## src/hw/rtl/shrc_pkg.sv

```systemverilog
// Shared widths, register indexes and defaults for the sample-and-hold rate converter.
package shrc_pkg;

    localparam int SAMPLE_W           = 8;
    localparam int SRC_W              = 16;
    localparam int TGT_W              = 20;
    localparam int CFG_INDEX_W        = 2;
    localparam int CFG_DATA_W         = 20;
    localparam int DIV_CNT_W          = $clog2(TGT_W);
    localparam int DEFAULT_MAX_REPEAT = 64;

    // Configuration register indexes.
    localparam logic [CFG_INDEX_W-1:0] REG_SOURCE_RATE = 2'd0;
    localparam logic [CFG_INDEX_W-1:0] REG_TARGET_RATE = 2'd1;

endpackage

```

## src/hw/rtl/shrc_div.sv

```systemverilog
// Bit-serial restoring divider: target rate over source rate, one quotient bit per cycle.
module shrc_div (
    input  logic                      clk,
    input  logic                      rst_n,
    input  logic                      start,
    input  logic [shrc_pkg::TGT_W-1:0] dividend,
    input  logic [shrc_pkg::SRC_W-1:0] divisor,
    output logic                      busy,
    output logic [shrc_pkg::TGT_W-1:0] quotient,
    output logic [shrc_pkg::SRC_W-1:0] remainder
);
    import shrc_pkg::*;

    localparam logic [DIV_CNT_W-1:0] LAST_STEP = DIV_CNT_W'(TGT_W - 1);

    logic                 busy_reg;
    logic [DIV_CNT_W-1:0] cnt_reg;
    logic [TGT_W-1:0]     quot_reg;
    logic [SRC_W-1:0]     rem_reg;
    logic [SRC_W:0]       shifted;
    logic                 fits;
    logic [SRC_W:0]       diff;
    logic [DIV_CNT_W-1:0] bit_sel;

    // One restoring step: shift in the next dividend bit and try the subtraction.
    always_comb
    begin
        bit_sel = LAST_STEP - cnt_reg;
        shifted = {rem_reg, dividend[bit_sel]};
        fits    = shifted >= {1'b0, divisor};
        diff    = shifted - {1'b0, divisor};
    end

    // Iteration control and partial results.
    always_ff @(posedge clk or negedge rst_n)
    begin
        if (!rst_n)
        begin
            busy_reg <= 1'b0;
            cnt_reg  <= '0;
            quot_reg <= '0;
            rem_reg  <= '0;
        end
        else if (start)
        begin
            busy_reg <= 1'b1;
            cnt_reg  <= '0;
            quot_reg <= '0;
            rem_reg  <= '0;
        end
        else if (busy_reg)
        begin
            quot_reg <= {quot_reg[TGT_W-2:0], fits};
            rem_reg  <= fits ? diff[SRC_W-1:0] : shifted[SRC_W-1:0];
            cnt_reg  <= cnt_reg + 1'b1;
            if (cnt_reg == LAST_STEP)
            begin
                busy_reg <= 1'b0;
            end
        end
    end

    assign busy      = busy_reg;
    assign quotient  = quot_reg;
    assign remainder = rem_reg;

    // Once the divider settles, the remainder is below the divisor.
    assert property (@(posedge clk) disable iff (!rst_n)
        $fell(busy_reg) |-> rem_reg < divisor)
        else $error("divider remainder not below divisor");

endmodule

```

## src/hw/rtl/shrc_front.sv

```systemverilog
// Front end: configuration registers, division setup and per-sample copy count.
module shrc_front #(
    parameter int MAX_REPEAT = shrc_pkg::DEFAULT_MAX_REPEAT,
    parameter int CW         = $clog2(MAX_REPEAT + 1)
) (
    input  logic                            clk,
    input  logic                            rst_n,
    input  logic                            cfg_valid,
    output logic                            cfg_ready,
    input  logic [shrc_pkg::CFG_INDEX_W-1:0] cfg_index,
    input  logic [shrc_pkg::CFG_DATA_W-1:0]  cfg_data,
    input  logic                            in_valid,
    output logic                            in_stall,
    input  logic [shrc_pkg::SAMPLE_W-1:0]    sample_in,
    input  logic                            stream_start,
    input  logic                            queue_full,
    output logic                            push,
    output logic [shrc_pkg::SAMPLE_W-1:0]    push_sample,
    output logic [CW-1:0]                   push_count
);
    import shrc_pkg::*;

    localparam int RW = $clog2(MAX_REPEAT);
    localparam logic [TGT_W-1:0] QUOT_MAX = TGT_W'(MAX_REPEAT - 1);

    logic [SRC_W-1:0] source_reg;
    logic [TGT_W-1:0] target_reg;
    logic             running_reg;
    logic [SRC_W-1:0] acc_reg;
    logic [SRC_W-1:0] acc_next;

    logic             cfg_we;
    logic             rate_we;
    logic             accept;
    logic [SRC_W-1:0] divisor;
    logic             div_busy;
    logic [TGT_W-1:0] quot_full;
    logic [SRC_W-1:0] frac_step;
    logic [RW-1:0]    whole_repeat;
    logic [SRC_W-1:0] acc_base;
    logic [SRC_W:0]   acc_sum;
    logic             carry;
    logic             pass_through;

    assign cfg_ready = 1'b1;
    assign cfg_we    = cfg_valid & cfg_ready;
    assign in_stall  = div_busy | queue_full;
    assign accept    = in_valid & ~in_stall;

    // Only a write to one of the two rate registers ends the running stream.
    assign rate_we = cfg_we & ((cfg_index == REG_SOURCE_RATE) |
                               (cfg_index == REG_TARGET_RATE));

    // A source rate of zero divides as one.
    assign divisor = (source_reg == '0) ? SRC_W'(1) : source_reg;

    shrc_div u_div (
        .clk       (clk),
        .rst_n     (rst_n),
        .start     (cfg_we),
        .dividend  (target_reg),
        .divisor   (divisor),
        .busy      (div_busy),
        .quotient  (quot_full),
        .remainder (frac_step)
    );

    // Saturate the whole repeat count and step the phase accumulator.
    always_comb
    begin
        whole_repeat = (quot_full > QUOT_MAX) ? QUOT_MAX[RW-1:0] : quot_full[RW-1:0];
        pass_through = (target_reg == '0);
        acc_base     = (stream_start || !running_reg)
                     ? ((divisor >> 1) + {{(SRC_W-1){1'b0}}, divisor[0]}) : acc_reg;
        acc_sum      = {1'b0, acc_base} + {1'b0, frac_step};
        carry        = acc_sum >= {1'b0, divisor};
        acc_next     = carry ? SRC_W'(acc_sum - {1'b0, divisor}) : acc_sum[SRC_W-1:0];
        if (pass_through)
        begin
            push_count = CW'(1);
        end
        else
        begin
            push_count = CW'(whole_repeat) + CW'(carry);
        end
    end

    assign push        = accept & (push_count != '0);
    assign push_sample = sample_in;

    // Configuration registers.
    always_ff @(posedge clk or negedge rst_n)
    begin
        if (!rst_n)
        begin
            source_reg <= SRC_W'(1);
            target_reg <= '0;
        end
        else if (cfg_we)
        begin
            unique case (cfg_index)
                REG_SOURCE_RATE: source_reg <= cfg_data[SRC_W-1:0];
                REG_TARGET_RATE: target_reg <= cfg_data[TGT_W-1:0];
                default:         ;
            endcase
        end
    end

    // Stream state: running flag and phase accumulator.
    always_ff @(posedge clk or negedge rst_n)
    begin
        if (!rst_n)
        begin
            running_reg <= 1'b0;
            acc_reg     <= SRC_W'(1);
        end
        else if (rate_we)
        begin
            running_reg <= 1'b0;
        end
        else if (accept)
        begin
            running_reg <= 1'b1;
            if (!pass_through)
            begin
                acc_reg <= acc_next;
            end
        end
    end

    // Running, nonzero target and idle divider: the accumulator stays below the divisor.
    assert property (@(posedge clk) disable iff (!rst_n)
        (running_reg && !pass_through && !div_busy) |-> acc_reg < divisor)
        else $error("phase accumulator out of range");

endmodule

```

## src/hw/rtl/shrc_queue.sv

```systemverilog
// Two-entry queue that holds sample and copy count between the front and back ends.
module shrc_queue #(
    parameter int DATA_W = 8
) (
    input  logic              clk,
    input  logic              rst_n,
    input  logic              push,
    input  logic [DATA_W-1:0] push_data,
    input  logic              pop,
    output logic              full,
    output logic              not_empty,
    output logic [DATA_W-1:0] head
);
    logic [DATA_W-1:0] mem [2];
    logic              wr_ptr_reg;
    logic              rd_ptr_reg;
    logic [1:0]        count_reg;

    // Entry storage.
    always_ff @(posedge clk)
    begin
        if (push)
        begin
            mem[wr_ptr_reg] <= push_data;
        end
    end

    // Pointers and fill level.
    always_ff @(posedge clk or negedge rst_n)
    begin
        if (!rst_n)
        begin
            wr_ptr_reg <= 1'b0;
            rd_ptr_reg <= 1'b0;
            count_reg  <= '0;
        end
        else
        begin
            if (push)
            begin
                wr_ptr_reg <= ~wr_ptr_reg;
            end
            if (pop)
            begin
                rd_ptr_reg <= ~rd_ptr_reg;
            end
            count_reg <= count_reg + {1'b0, push} - {1'b0, pop};
        end
    end

    assign full      = count_reg[1];
    assign not_empty = (count_reg != '0);
    assign head      = mem[rd_ptr_reg];

    // No pop from an empty queue and no push into a full one.
    assert property (@(posedge clk) disable iff (!rst_n)
        !(pop && count_reg == '0) && !(push && count_reg[1]))
        else $error("queue overflow or underflow");

endmodule

```

## src/hw/rtl/shrc_back.sv

```systemverilog
// Back end: emits the queued sample the requested number of times through an output register.
module shrc_back #(
    parameter int MAX_REPEAT = shrc_pkg::DEFAULT_MAX_REPEAT,
    parameter int CW         = $clog2(MAX_REPEAT + 1)
) (
    input  logic                         clk,
    input  logic                         rst_n,
    input  logic                         q_not_empty,
    input  logic [shrc_pkg::SAMPLE_W-1:0] q_sample,
    input  logic [CW-1:0]                q_count,
    output logic                         pop,
    output logic                         out_valid,
    input  logic                         out_stall,
    output logic [shrc_pkg::SAMPLE_W-1:0] sample_out,
    output logic                         last_copy
);
    import shrc_pkg::*;

    logic [SAMPLE_W-1:0] cur_sample_reg;
    logic [CW-1:0]       rem_reg;
    logic                out_valid_reg;
    logic [SAMPLE_W-1:0] sample_out_reg;
    logic                last_copy_reg;
    logic                active;
    logic                emit;
    logic                final_copy;

    // Emit while the output register is free; pop an entry when idle or on the last copy.
    assign active     = (rem_reg != '0);
    assign emit       = active & (~out_valid_reg | ~out_stall);
    assign final_copy = (rem_reg == CW'(1));
    assign pop        = q_not_empty & (~active | (emit & final_copy));

    // Current entry and remaining copies.
    always_ff @(posedge clk or negedge rst_n)
    begin
        if (!rst_n)
        begin
            rem_reg <= '0;
        end
        else if (pop)
        begin
            rem_reg <= q_count;
        end
        else if (emit)
        begin
            rem_reg <= rem_reg - 1'b1;
        end
    end

    always_ff @(posedge clk)
    begin
        if (pop)
        begin
            cur_sample_reg <= q_sample;
        end
    end

    // Output register.
    always_ff @(posedge clk or negedge rst_n)
    begin
        if (!rst_n)
        begin
            out_valid_reg <= 1'b0;
        end
        else if (emit)
        begin
            out_valid_reg <= 1'b1;
        end
        else if (!out_stall)
        begin
            out_valid_reg <= 1'b0;
        end
    end

    always_ff @(posedge clk)
    begin
        if (emit)
        begin
            sample_out_reg <= cur_sample_reg;
            last_copy_reg  <= final_copy;
        end
    end

    assign out_valid  = out_valid_reg;
    assign sample_out = sample_out_reg;
    assign last_copy  = last_copy_reg;

    // After a copy that is not the last is taken, the next copy follows at once.
    assert property (@(posedge clk) disable iff (!rst_n)
        (out_valid_reg && !out_stall && !last_copy_reg) |=> out_valid_reg)
        else $error("gap inside a run of copies");

endmodule

```

## src/hw/rtl/sample_hold_rate_converter.sv

```systemverilog
// Top level of the sample-and-hold rate converter.
//
// Usage: program source_rate (index 0) and target_rate (index 1) on the cfg
// channel, which is always ready. Each write starts a bit-serial division
// of target by source; the input stalls until it finishes. After reset the
// quotient is already valid for the reset register values.
// Input beats carry one sample byte and a stream_start flag; stream_start
// reloads the phase accumulator with half the source rate, rounded up, as
// does the first sample after reset or after any register write.
// Each input beat produces between zero and MAX_REPEAT output beats, the
// final one flagged by last_copy; a target rate of zero passes samples
// through one for one. An accepted beat reaches the output through the queue,
// the back end's entry registers and the output register. The output side
// sustains one beat per cycle while out_stall is low and copies are pending;
// a two-entry queue lets the front end take samples while copies drain.
// When out_stall is high the output register holds its beat; once the queue
// fills, in_stall rises. Reset clears all control state and empties the queue.
module sample_hold_rate_converter #(
    parameter int MAX_REPEAT = shrc_pkg::DEFAULT_MAX_REPEAT
) (
    input  logic                            clk,
    input  logic                            rst_n,
    input  logic                            cfg_valid,
    output logic                            cfg_ready,
    input  logic [shrc_pkg::CFG_INDEX_W-1:0] cfg_index,
    input  logic [shrc_pkg::CFG_DATA_W-1:0]  cfg_data,
    input  logic                            in_valid,
    output logic                            in_stall,
    input  logic [shrc_pkg::SAMPLE_W-1:0]    sample_in,
    input  logic                            stream_start,
    output logic                            out_valid,
    input  logic                            out_stall,
    output logic [shrc_pkg::SAMPLE_W-1:0]    sample_out,
    output logic                            last_copy
);
    import shrc_pkg::*;

    localparam int CW = $clog2(MAX_REPEAT + 1);

    logic                queue_full;
    logic                push;
    logic [SAMPLE_W-1:0] push_sample;
    logic [CW-1:0]       push_count;
    logic                pop;
    logic                q_not_empty;
    logic [SAMPLE_W-1:0] q_sample;
    logic [CW-1:0]       q_count;

    shrc_front #(
        .MAX_REPEAT (MAX_REPEAT),
        .CW         (CW)
    ) u_front (
        .clk          (clk),
        .rst_n        (rst_n),
        .cfg_valid    (cfg_valid),
        .cfg_ready    (cfg_ready),
        .cfg_index    (cfg_index),
        .cfg_data     (cfg_data),
        .in_valid     (in_valid),
        .in_stall     (in_stall),
        .sample_in    (sample_in),
        .stream_start (stream_start),
        .queue_full   (queue_full),
        .push         (push),
        .push_sample  (push_sample),
        .push_count   (push_count)
    );

    shrc_queue #(
        .DATA_W (SAMPLE_W + CW)
    ) u_queue (
        .clk       (clk),
        .rst_n     (rst_n),
        .push      (push),
        .push_data ({push_sample, push_count}),
        .pop       (pop),
        .full      (queue_full),
        .not_empty (q_not_empty),
        .head      ({q_sample, q_count})
    );

    shrc_back #(
        .MAX_REPEAT (MAX_REPEAT),
        .CW         (CW)
    ) u_back (
        .clk         (clk),
        .rst_n       (rst_n),
        .q_not_empty (q_not_empty),
        .q_sample    (q_sample),
        .q_count     (q_count),
        .pop         (pop),
        .out_valid   (out_valid),
        .out_stall   (out_stall),
        .sample_out  (sample_out),
        .last_copy   (last_copy)
    );

endmodule
```

## config.mk

```make
export PLATFORM = sky130hd
export DESIGN_NAME = sample_hold_rate_converter
export DESIGN_NICKNAME = d
export VERILOG_FILES = /design/src/hw/rtl/shrc_pkg.sv /design/src/hw/rtl/shrc_div.sv /design/src/hw/rtl/shrc_front.sv /design/src/hw/rtl/shrc_queue.sv /design/src/hw/rtl/shrc_back.sv /design/src/hw/rtl/sample_hold_rate_converter.sv
export SDC_FILE = /design/constraint.sdc
export NUM_CORES = 1
export LEC_CHECK = 0
export ABC_CLOCK_PERIOD_IN_PS = 11500
export BUFFER_PORTS_ARGS = -buffer_cell sky130_fd_sc_hd__buf_2
export CORE_MARGIN = 4
export CORE_UTILIZATION = 40
export CTS_CLUSTER_DIAMETER = 120
export DETAILED_ROUTE_END_ITERATION = 10
export HOLD_SLACK_MARGIN = 0.1
export SLEW_MARGIN = 0
export SYNTH_ARGS = -nofsm -noshare
export SYNTH_HDL_FRONTEND = slang
export SYNTH_SLANG_ARGS = --single-unit
```

## constraint.sdc

```tcl
create_clock -name clk -period 11.5 [get_ports clk]
set_input_delay 1.15 -clock clk [delete_from_list [all_inputs] [get_ports clk]]
set_output_delay 1.15 -clock clk [all_outputs]
set_load 0.01 [all_outputs]
```

==> Word level (Yosys, flattened, before mapping) <==
Memory sizes are Yosys's and may differ from the RTL's.
Cells that the tools add are included.
{ "totals": {"ff_bits": 124, "latchBits": 0, "elab_cells": 92, "memories": 1, "romBits": 0, "ram_bits": 30} }
{ "op_classes": {"addsub": 10, "div": 0, "n_mul": 0, "n_shift": 0, "eq_ne": 4, "muxes": 25, "n_reduce_logical": 14, "magnitude_cmp": 4, "bitwise": 18} }
{ "mem_list": {"columns": ["name", "words", "word_bits", "rd", "rd_clocked_by_memory_dff", "wr", "line_no", "text"], "rows": [
  ["u_queue.mem", 2, 15, 1, 0, 1, "shrc_queue.sv:14", "logic [DATA_W-1:0] mem [2];"]
]} }
{ "op_table": {"columns": ["cell", "n"], "rows": [
  ["$mux W16", 6],
  ["$mux W20", 2],
  ["$ge A17 B16 Y1", 2],
  ["$sub A16 B16 Y16", 2],
  ["$mux W7", 3],
  ["$gt A20 B6 Y1 const B", 1],
  ["$logic_not A20 Y1", 1],
  ["$add A16 B16 Y17", 1],
  ["$add A15 B1 Y16", 1],
  ["$logic_not A16 Y1", 1],
  ["$reduce_bool A7 Y1", 2],
  ["$mux W1", 10],
  ["$mux W5", 2],
  ["$not A1 Y1", 8],
  ["$reduce_bool A2 Y1", 4],
  ["$add A6 B1 Y7", 1],
  ["$eq A7 B1 Y1 const B", 1],
  ["$sub A7 B1 Y7 const B", 1],
  ["$and A1 B1 Y1", 6],
  ["$lt A5 B6 Y1 const B", 1],
  ["$mux W6", 1],
  ["$add A5 B1 Y5 const B", 1],
  ["$bmux W1 S5", 1],
  ["$eq A5 B5 Y1 const B", 1],
  ["other kinds (11)", 15]
]} }

==> Longest topological paths before layout <==
Gate-level depths: netlist (run 1).
{ "depth": {"depth_word": 12, "ltp_mapped": 33, "ltp_nobuf": 32} }

==> Cells and area by module <==
A second synthesis (run 1) with hierarchy kept.
{ "unflattened": {"cells_unflattened": 1013, "area_unflattened_um2": 10043.4} }
{ "by_module_without_submodules": {"columns": ["mod", "instances", "area_per_inst_um2", "cells_per_inst"], "rows": [
  ["shrc_front", 1, 4765.8, 572],
  ["shrc_div", 1, 2936.6, 315],
  ["shrc_queue", 1, 1327.5, 61],
  ["shrc_back", 1, 1013.5, 65]
]} }

==> Worst setup path before layout (run 1) <==
No wires, ideal clock.
{ "synth_timing": {"path_type": "input port to flip-flop", "from": "in stream_start", "to": "mem u_queue.mem[0][0] (netlist name) (enable)", "stages": 27, "arrival_time_ns": 6.561, "path_slack_ns": 4.552, "path_cell_list": "nor2b_1 > clkbuf_1 > clkbuf_1 > nand2_1 > o21ai_0 > ha_1 > or2_2 > a31oi_1 > a21oi_1 > a21o_1 > a21oi_1 > xnor2_1 > ha_1 > a21oi_1 > o21ai_0 > o2bb2ai_1 > o41ai_1 > o311ai_2 > buf_2 > ha_1 > ha_1 > mux2i_1 > a21oi_1 > nor2_1 > or4_1 > nand2_1 > nor2_1"} }
{ "synth_between": {"elab_chain_cells": 10} }
{ "synth_rtl": {"columns": ["element", "line_no", "text"], "rows": [
  ["start, declared", "sample_hold_rate_converter.sv:30", "input logic stream_start,"],
  ["$logic_or A1 B1 Y1", "shrc_front.sv:73", "acc_base = (stream_start || !running_reg)"],
  ["$mux W16", "shrc_front.sv:74", "? ((divisor >> 1) + {{(SRC_W-1){1'b0}}, divisor[0]}) : acc_reg;"],
  ["$add A16 B16 Y17", "shrc_front.sv:75", "acc_sum = {1'b0, acc_base} + {1'b0, frac_step};"],
  ["$ge A17 B16 Y1", "shrc_front.sv:76", "carry = acc_sum >= {1'b0, divisor};"],
  ["$add A6 B1 Y7", "shrc_front.sv:84", "push_count = CW'(whole_repeat) + CW'(carry);"],
  ["$mux W7", "shrc_front.sv:78", "if (pass_through)"],
  ["named net push_count[4]", "sample_hold_rate_converter.sv:43", "logic [CW-1:0] push_count;"],
  ["$reduce_bool A7 Y1", "shrc_front.sv:88", "assign push = accept & (push_count != '0);"],
  ["$and A1 B1 Y1", "shrc_front.sv:88", null],
  ["$mux W1", "shrc_queue.sv:22", "if (push)"],
  ["$mux W1 (implied by the code)", "shrc_queue.sv:24", "mem[wr_ptr_reg] <= push_data;"],
  ["end, declared", "shrc_queue.sv:14", null]
]} }
The timed path passes the listed nets, and every way through them passes these cells.

==> Worst setup path in the final report (run 1) <==
{ "layout_timing": {"from": "in stream_start", "to": "mem u_queue.mem[1][6] (netlist name) (enable)"} }
Same word-level chain as after synthesis.

==> summary by stage, run 1 <==
Synthesis
In the synthesized netlist the async set-or-reset flop fraction comes to 69.48%. Yosys mapped the design onto 70 distinct sky130hd cell types. After Yosys synthesis, full adders, half adders and majority gates account for 8.496% of the synthesized area. The area of the mapped netlist is 9395 sq um. The synthesized netlist devotes 5.780% of its cell area to XOR and XNOR gates.

After synthesis, the largest family of logic cells by area is simple AND/OR/NAND/NOR gates. Synthesis produced a netlist with a net count of 1014. The number of synthesized flops with an enable pin is 47. The sequential area share after synthesis is 43.55%.

The primary flip-flop cell chosen by synthesis mapping is sky130_fd_sc_hd__dfrtp_1. The average instance in the mapped netlist occupies 10.26 sq um. The compound-gate portion of the synthesized area is 13.76%.

The number of register bits inferred by synthesis is 154. Of the post-synthesis cell area, the part taken by muxes is 10.67%. The area share of and/or/nand/nor cells after synthesis is 14.69%.

The count of warnings emitted by yosys is 0. The post-synthesis cell count is 916.

Clock tree
In this run, post-CTS repair resized a total of 0 instances. Counting along the longest clock path gives a buffer depth of 2. Post-CTS timing repair inserted 0 buffers for setup. The clock insertion delay at the later pin of the skew report is 0.44 ns. The clock tree from TritonCTS is built. Buffers inserted to repair hold after CTS numbered 0. CTS placed an instance of sky130_fd_sc_hd__clkbuf_16 at the clock tree root. CTS built an H-tree with a depth of 4.

The clock slew seen by the registers of the worst setup and hold paths is 0.07 ns. Clock tree synthesis inserted a total of 17 buffers. The clock net in this run drives a total of 154 sinks.

Cells and area
The area used by multi-input combinational logic is 5039 sq um. Summing all non-filler instances in the final layout gives an area of 10520 sq um. The number of inserted filler cells in the final layout is 2168. Cells with a size suffix above 1 make up 15.46% of the layout.

The number of nets in the final layout is 1049. The final core utilization is 46.05%. Summing all flip-flop and latch instances after layout gives 4093 sq um. The antenna diode count is 0. The layout overhead on the synthesized area is 11.97%. The number of flip-flops in the largest register is 30.

Floorplanning
The core region is 22850 sq um. The die area is 26000 sq um. The die is 161.3 um tall. The starting density of the core is 41.12%. Measured along the x axis, the die boundary spans 161.3 um. The I/O pin count is 48. The standard-cell row count is 55.

Worst setup path
Of all nets on the critical path, the largest fanout is 30. The endpoint type of the worst setup path is a flip-flop. Walking the worst path, the cells encountered are buf_2 -> nor2b_2 -> mux2_2 -> ha_1 -> a211oi_1 -> o21a_1 -> o31ai_1 -> o41ai_2 -> o21ai_0 -> xor2_1 -> ha_1 -> o2bb2ai_1 -> o41ai_1 -> o311ai_4 -> buf_4 -> ha_1 -> ha_1 -> nand3b_1 -> mux2i_1 -> a21oi_1 -> nor2_1 -> or4_1 -> and3_1. The cell that appears most often on the critical path is sky130_fd_sc_hd__ha_1. The arrival time of the worst setup path is 7.83 ns.

The reg-to-reg endpoint is u_queue.mem[1][6]. The highest cell delay on the worst timing path is 0.82 ns. The worst setup path is launched from a primary input. The minimum setup slack among reg-to-reg paths is 4.23 ns. The worst-case reg-to-reg path depth is 22. For the worst setup path, the data required time is 11.60 ns. The classification of the worst setup path is in -> reg.

The reg-to-reg critical path startpoint is u_front.running_reg. The slowest stage of the critical path is the sky130_fd_sc_hd__nor2b_2 cell.

Detailed routing
The remaining antenna violation count after routing is 0. The number of remaining DRC errors is 0. The number of DRC violations after detailed-routing iteration 0 is 359. The overall routed net length is 21580 um. The number of search-and-repair iterations in the first detailed-routing pass is 5. The routed layout has 6933 vias. Dividing the detail-routed wire length by the instance count gives 16.90 um. In the routed layout, each cell is associated on average with a via count of 5.429.

Placement
The worst slack at placement is 3.417 ns. The final weighted congestion of routability-driven global placement is 0.8597. Buffers placed on the I/O ports in this run total 46. The post-placement cell area is 9936 sq um. After legalization and detailed placement, the total HPWL measured 15750 um.

Min path
The path with the worst hold slack has its endpoint at u_back.sample_out[2]. The tightest min-delay check is of the reg -> reg type. The hold path startpoint is u_back.cur_sample_reg[2]. Along the worst hold path, the cell count comes to 0.

STA
The slew at the pin with the worst max-slew slack is 1.082 ns. The post-route minimum period is 7.734 ns. Of the available clock period, the critical path in the final layout requires 67.25%. The post-route clock skew is 0.01930 ns.

Hold is met by 0.4174 ns. The aggregate negative setup slack is 0 ns. Setup repair after global routing left no endpoint under its margin. The post-route worst setup slack is 3.766 ns. Headroom to the max-slew limit came out at 27.51%.

The number of failing setup endpoints in the final timing report is 0. The number of max-slew violations in the final report is 0. The fmax is 129.3 MHz. The final-report hold violation count is 0.

Global route
The global-route wire length before repair is 35150 um. The number of global-route vias before repair is 6686. The number of antenna violations at the first check in global routing is 0. In the global route stage, overall resource usage came out at 16.86%. Entering global routing, the biggest net connects 62 pins.

Summed over all layers, the global routing overflow is 0.

Status
The flow ran to the end, and the final reports show no timing, DRC or antenna violations.

Power
The maximum ir drop on the vdd rail is 0.0001144 V. The total power divided by cell area is 228.6 nW/um^2. For this design the static power due to leakage is 0.004683 uW.

Flow run
The tool flagged a number of max-cap violations equal to 0.
worst max-delay path, delay by kind of cell:
kind                       cells  cell delay, ns
xor gates and xnor gates       1            0.18
muxes                          2            0.49
AOI/OAI and AO/OA              9            2.42
buffers and inverters          2            0.39
and+or+nand+nor                5            1.92
adders and majority gates      4            1.22
routing by layer:
metal	GRT usage [%]	wire (um)	share of wire [%]	vias up
met2	27.30	10160	47	140
met3	3.062	718	3.3	34
met1	23.14	10270	48	3360
li1	-	-	-	3399
met5	0	0	0	-
met4	5.235	431	2.0	0
synth_stat cells, types with 3 or more instances:
| cell | number | share of area (%) |
|---|---|---|
| sky130_fd_sc_hd__dfrtp_1 | 105 | 28 |
| sky130_fd_sc_hd__nor3b_1 | 3 | 0.24 |
| sky130_fd_sc_hd__nor2b_1 | 10 | 0.67 |
| sky130_fd_sc_hd__and3_1 | 7 | 0.47 |
| sky130_fd_sc_hd__and2_1 | 8 | 0.53 |
| sky130_fd_sc_hd__fa_1 | 3 | 0.64 |
| sky130_fd_sc_hd__or4_1 | 3 | 0.24 |
| sky130_fd_sc_hd__xnor2_1 | 47 | 4.4 |
| sky130_fd_sc_hd__nand4bb_1 | 3 | 0.36 |
| sky130_fd_sc_hd__o31ai_1 | 6 | 0.48 |
| sky130_fd_sc_hd__o21ai_0 | 64 | 3.4 |
| sky130_fd_sc_hd__o21bai_1 | 4 | 0.32 |
| sky130_fd_sc_hd__nor3_1 | 14 | 0.75 |
| sky130_fd_sc_hd__nand4_1 | 16 | 1.1 |
| sky130_fd_sc_hd__nand2_1 | 77 | 3.1 |
| sky130_fd_sc_hd__edfxtp_1 | 47 | 15 |
| sky130_fd_sc_hd__or2_2 | 9 | 0.60 |
| sky130_fd_sc_hd__nor4_1 | 16 | 1.1 |
| sky130_fd_sc_hd__a31oi_1 | 8 | 0.53 |
| sky130_fd_sc_hd__inv_1 | 36 | 1.4 |
| sky130_fd_sc_hd__a211o_1 | 7 | 0.65 |
| sky130_fd_sc_hd__nand3_1 | 18 | 0.96 |
| sky130_fd_sc_hd__clkbuf_1 | 31 | 1.2 |
| sky130_fd_sc_hd__nand3b_1 | 3 | 0.24 |
| sky130_fd_sc_hd__a211oi_1 | 12 | 0.96 |
| sky130_fd_sc_hd__mux2i_1 | 48 | 5.1 |
| sky130_fd_sc_hd__a21oi_1 | 38 | 2.0 |
| sky130_fd_sc_hd__o21a_1 | 7 | 0.56 |
| sky130_fd_sc_hd__nor2_1 | 77 | 3.1 |
| sky130_fd_sc_hd__a311oi_1 | 4 | 0.37 |
| sky130_fd_sc_hd__a21o_1 | 18 | 1.4 |
| sky130_fd_sc_hd__xor2_1 | 15 | 1.4 |
| sky130_fd_sc_hd__mux2_2 | 35 | 4.2 |
| sky130_fd_sc_hd__mux4_2 | 5 | 1.2 |
| sky130_fd_sc_hd__o31a_1 | 6 | 0.56 |
| sky130_fd_sc_hd__nand2b_1 | 9 | 0.60 |
| sky130_fd_sc_hd__ha_1 | 59 | 7.9 |
worst max path at each step:
stage                      start                   end  slack (ns)
floorplan           stream_start     u_queue.mem[0][0]        4.55
global placement    stream_start     u_queue.mem[1][9]        3.47
detailed placement  stream_start     u_queue.mem[1][9]        3.42
CTS                 stream_start     u_queue.mem[1][6]        3.84
global route        stream_start  u_queue.count_reg[1]        3.27
finish              stream_start     u_queue.mem[1][6]        3.77
report_power, final:
group | switching [uW] | internal, uW
combinational | 611 | 493
clock | 258 | 308
sequential | 86.6 | 650
total | 955 | 1450
logic make-up (layout without fill, tap and decap cells):
logic type      count (synthesis)  after routing
fa+ha+maj                      62             62
xor+xnor                       62             62
mux                            89             89
other cells                     1              1
flops                         154            154
simple gates                  281            281
compound gates                195            195
buf+inv                        72            120
cell usage in the layout, fill, tap and decap left out, types with 9 or more instances in the layout:
master                      Yosys  final
sky130_fd_sc_hd__mux2i_1       48     48
sky130_fd_sc_hd__mux2_2        35     35
sky130_fd_sc_hd__a21oi_1       38     37
sky130_fd_sc_hd__nand3_1       18     18
sky130_fd_sc_hd__clkbuf_16      0     17
sky130_fd_sc_hd__edfxtp_1      47     47
sky130_fd_sc_hd__nand2b_1       9      9
sky130_fd_sc_hd__dfrtp_1      105    104
sky130_fd_sc_hd__ha_1          59     59
sky130_fd_sc_hd__xor2_1        15     15
sky130_fd_sc_hd__o21ai_0       64     64
sky130_fd_sc_hd__nand2_1       77     77
sky130_fd_sc_hd__xnor2_1       47     47
sky130_fd_sc_hd__buf_2          2     45
sky130_fd_sc_hd__nor4_1        16     16
sky130_fd_sc_hd__nor2_1        77     77
sky130_fd_sc_hd__inv_1         36     36
sky130_fd_sc_hd__or2_2          9      9
sky130_fd_sc_hd__nor3_1        14     14
sky130_fd_sc_hd__a21o_1        18     18
sky130_fd_sc_hd__a211oi_1      12     12
sky130_fd_sc_hd__nand4_1       16     16
stage by stage:
| stage | cells | power (uW) |
|---|---|---|
| after detailed placement | 1245 | 1841 |
| after global placement | 1245 | 1837 |
| after CTS | 1277 | 2420 |
| after floorplan | 916 | 1582 |
| final | 1277 | 2405 |
| after global routing | 1277 | 2577 |
layout make-up:
| type | instances | area share (%) |
|---|---|---|
| clock buffer | 17 | 4.044 |
| clock inverter | 15 | 1.510 |
| inverter | 36 | 1.284 |
| multi-input combinational | 690 | 47.89 |
| sequential | 154 | 38.90 |
| tap | 313 | 3.723 |
| timing repair buffer | 52 | 2.640 |
(Power assumes the default switching activity.)
==> run 2: changes to the inputs <==
Settings changed: ABC_CLOCK_PERIOD_IN_PS 11500 to 7200.
Clock period 11.5 ns to 7.2 ns, I/O delays scaled along.
==> run 2 against run 1 <==
First-iteration DRC count grew 24%. Hold slack lost 0.14 ns. Utilization grew 0.25 points. Critical endpoint unchanged. Count of clock-buffer cells in the layout is the same. Setup slack lost 3.2 ns. Non-clock buffer count grew 2. Sequential power grew 60%. Wire length grew 0.34%.
==> summary by stage, run 2 (synthesis gave the netlist of run 1 again) <==
Status
The flow ran to the end, and the final reports show no timing, DRC or antenna violations.

STA
The tightest hold margin is 0.2781 ns. The slew at the pin with the worst max-slew slack is 1.027 ns. The fmax is 150.8 MHz.

The number of max-slew violations in the final report was 0. The worst pin sits at a relative slew slack of 31.26%. After layout, the worst path uses 92.10% of the clock period. The final-report hold violation count is 0.

Adding up every negative setup slack in the final design gives 0 ns. The clock period could shrink to 6.631 ns. Setup repair after global routing left no endpoint under its margin.

The post-route clock skew is 0.01425 ns. Setup violations remaining at the end of the flow were counted as 0.

Worst setup path
The cell that appears most often on the critical path is sky130_fd_sc_hd__ha_1. The highest cell delay on the worst timing path is 0.57 ns. The largest fanout of any net on the critical path is 15. The arrival time of the worst setup path is 6.71 ns. The largest individual stage delay along the critical path comes from the cell sky130_fd_sc_hd__dfstp_2. The endpoint identified for the worst register-to-register timing path is u_queue.mem[1][6]. The endpoint type of the worst setup path is a flip-flop. The data required time of the critical path is 7.28 ns.

For the worst flop-to-flop path, the logic depth is 25. The number of buffer and inverter instances along the worst setup path is 0. In this run the critical register-to-register path is launched from u_front.source_reg[0]. Setup slack on the worst reg-to-reg path comes out at 0.57 ns. In this run the number of cells on the critical path is 25. Following the worst setup path forward leads to its endpoint at u_queue.mem[1][6]. The critical path in this run is classified as reg -> reg. The dominant delay contributor by cell family on the critical path is simple AND/OR/NAND/NOR gates. The launching element type of the critical path is a flip-flop. In this run the worst setup path begins at u_front.source_reg[0].

Clock tree
The maximum buffer depth of the clock tree is 2. TritonCTS built the clock tree. The total clock sinks is 154. In this run, CTS created clock tree buffers numbering 17.

The H-tree generated during clock tree synthesis spans 4 levels. The clock slew seen by the registers of the worst setup and hold paths is 0.07 ns. The root buffer cell is sky130_fd_sc_hd__clkbuf_16. At the later pin of the worst-skew pair, clock insertion delay measures 0.43 ns.

Global route
The global-route wire length before repair is 35740 um. The number of global-route vias before repair is 6768. For this run, the total global-route usage over all layers was measured as 17.07%. Entering global routing, the biggest net connects 65 pins. The number of antenna violations at the first check in global routing was 0.

After global routing the overflow that remains totals 0.

Cells and area
The register with the most flip-flops in the layout has 30 of them. In the final layout, the share of cells above drive strength 1 is 16.05%. The number of non-filler instances in the completed layout is 1279.

The top cell types in the final layout, fill and taps aside, are sky130_fd_sc_hd__dfrtp_1, sky130_fd_sc_hd__nand2_1, sky130_fd_sc_hd__nor2_1. The final layout contains 1051 nets. The final core utilization is 46.29%. The antenna diode count is 0. The layout overhead on the synthesized area is 12.57%. The most frequent standard cell in the layout excluding fill and tap cells is sky130_fd_sc_hd__dfrtp_1. The summed area of non-filler cells in the final layout is 10580 sq um.

Detailed routing
The remaining antenna violation count after routing is 0. For this block, the initial DRC count from the detailed router was 444. The overall routed net length is 21650 um. The number of remaining DRC errors is 0. Before antenna repair, the detailed router went through 5 iterations.

In the final routed layout, each cell accounts on average for 16.93 um. Detailed routing inserted a total of 6912 vias. The number of vias per cell after detailed routing is 5.404.

Placement
Port buffering added 46 buffers. The number of placed instances, taps included, is 1246. At the end of routability-driven placement, the weighted congestion stood at 0.8565. After detailed placement, the total cell area comes to 9943 sq um. The detailed placement HPWL is 16020 um.

Floorplanning
The die area is 26000 sq um. From left edge to right edge, the die measures 161.3 um. The region available for standard cell placement spans 22850 sq um. In this run the count of I/O pins placed on the die edge is 48.

The die extent in y is 161.3 um. The starting density of the core is 41.12%. The standard-cell row count is 55.

Power
The total power divided by cell area is 366.6 nW/um^2. In this run the static leakage power is 0.004706 uW. The maximum ir drop on the vdd rail is 0.0001548 V.

Min path
The min-delay analysis places its worst path in the category in -> async.

Flow run
The number of max-cap violations is 0.
run 2: changes by cell type in the layout (fill, tap and decap cells not counted), sizes merged:
cell | before | now
clkinvlp | 1 | 2
inv | 44 | 43
buf | 52 | 54
bufinv | 1 | 2
clkinv | 5 | 4
run 2: what timing repair did:
item | 4_1_cts | 5_1_grt
setup endpoints to repair | 0 | 32
hold buffers | 0 | 0
gates resized for setup | 0 | 3
buffers inserted | 0 | 1
run 2: layout make-up:
cell class,count,area [sq um]
Inverter,36,135.1
Fill cell,2206,12270
Clock inverter,15,181.4
Clock buffer,17,425.4
Tap cell,313,391.6
Sequential cell,154,4093
Multi-Input combinational cell,690,5057
Timing Repair Buffer,54,292.8
run 2: worst reg2reg max path, cell delays in order (launching register included):
cell                        delay, ns
sky130_fd_sc_hd__dfstp_2         0.57
sky130_fd_sc_hd__and2_1          0.18
sky130_fd_sc_hd__ha_1            0.19
sky130_fd_sc_hd__nand3_1         0.15
sky130_fd_sc_hd__nor2_1          0.24
sky130_fd_sc_hd__nand4_1         0.18
sky130_fd_sc_hd__xnor2_1         0.15
sky130_fd_sc_hd__o21ai_0         0.15
sky130_fd_sc_hd__ha_1            0.31
sky130_fd_sc_hd__o21ai_0         0.10
sky130_fd_sc_hd__o31ai_1         0.13
sky130_fd_sc_hd__o41ai_2         0.48
sky130_fd_sc_hd__o21ai_0         0.19
sky130_fd_sc_hd__xor2_1          0.18
sky130_fd_sc_hd__ha_1            0.40
sky130_fd_sc_hd__nand4_1         0.13
sky130_fd_sc_hd__nor4_2          0.42
sky130_fd_sc_hd__a2111oi_4       0.12
sky130_fd_sc_hd__o311ai_4        0.13
sky130_fd_sc_hd__ha_1            0.29
sky130_fd_sc_hd__ha_1            0.26
sky130_fd_sc_hd__o21ai_0         0.12
sky130_fd_sc_hd__a21oi_1         0.17
sky130_fd_sc_hd__nor2_1          0.08
sky130_fd_sc_hd__or4_1           0.52
sky130_fd_sc_hd__and3_1          0.43
run 2: routing by layer:
layer  track usage [%]  vias to the layer above  wire length, um
met2             28.15                      153            10420
met4             4.033                        0              248
met3             3.088                       17              796
li1                  -                     3412                -
met5                 0                        -                0
met1             23.55                     3330            10190
run 2: how the worst min path moves through the flow:
stage / start / cells after the start / slack (ns) / end
floorplan: u_back.cur_sample_reg[0] / 0 / 0.40 / u_back.sample_out[0]
global placement: u_back.cur_sample_reg[3] / 0 / 0.40 / u_back.sample_out[3]
detailed placement: u_back.cur_sample_reg[3] / 0 / 0.40 / u_back.sample_out[3]
CTS: rst_n / 1 / 0.30 / u_queue.rd_ptr_reg
global route: rst_n / 1 / 0.32 / u_queue.rd_ptr_reg
finish: rst_n / 1 / 0.28 / u_queue.rd_ptr_reg
run 2: power by group:
group | total (uW) | internal, uW | switching (uW)
registers | 1180 | 1040 | 142
logic | 1770 | 799 | 975
clock network | 925 | 526 | 399
total | 3880 | 2360 | 1520
run 2: stage by stage:
stage               power, uW  setup slack [ns]
floorplan                2527            0.6824
global placement         2930            0.3160
detailed placement       2938            0.2317
CTS                      3884            0.3030
global route             4160           0.03482
finish                   3878            0.5691
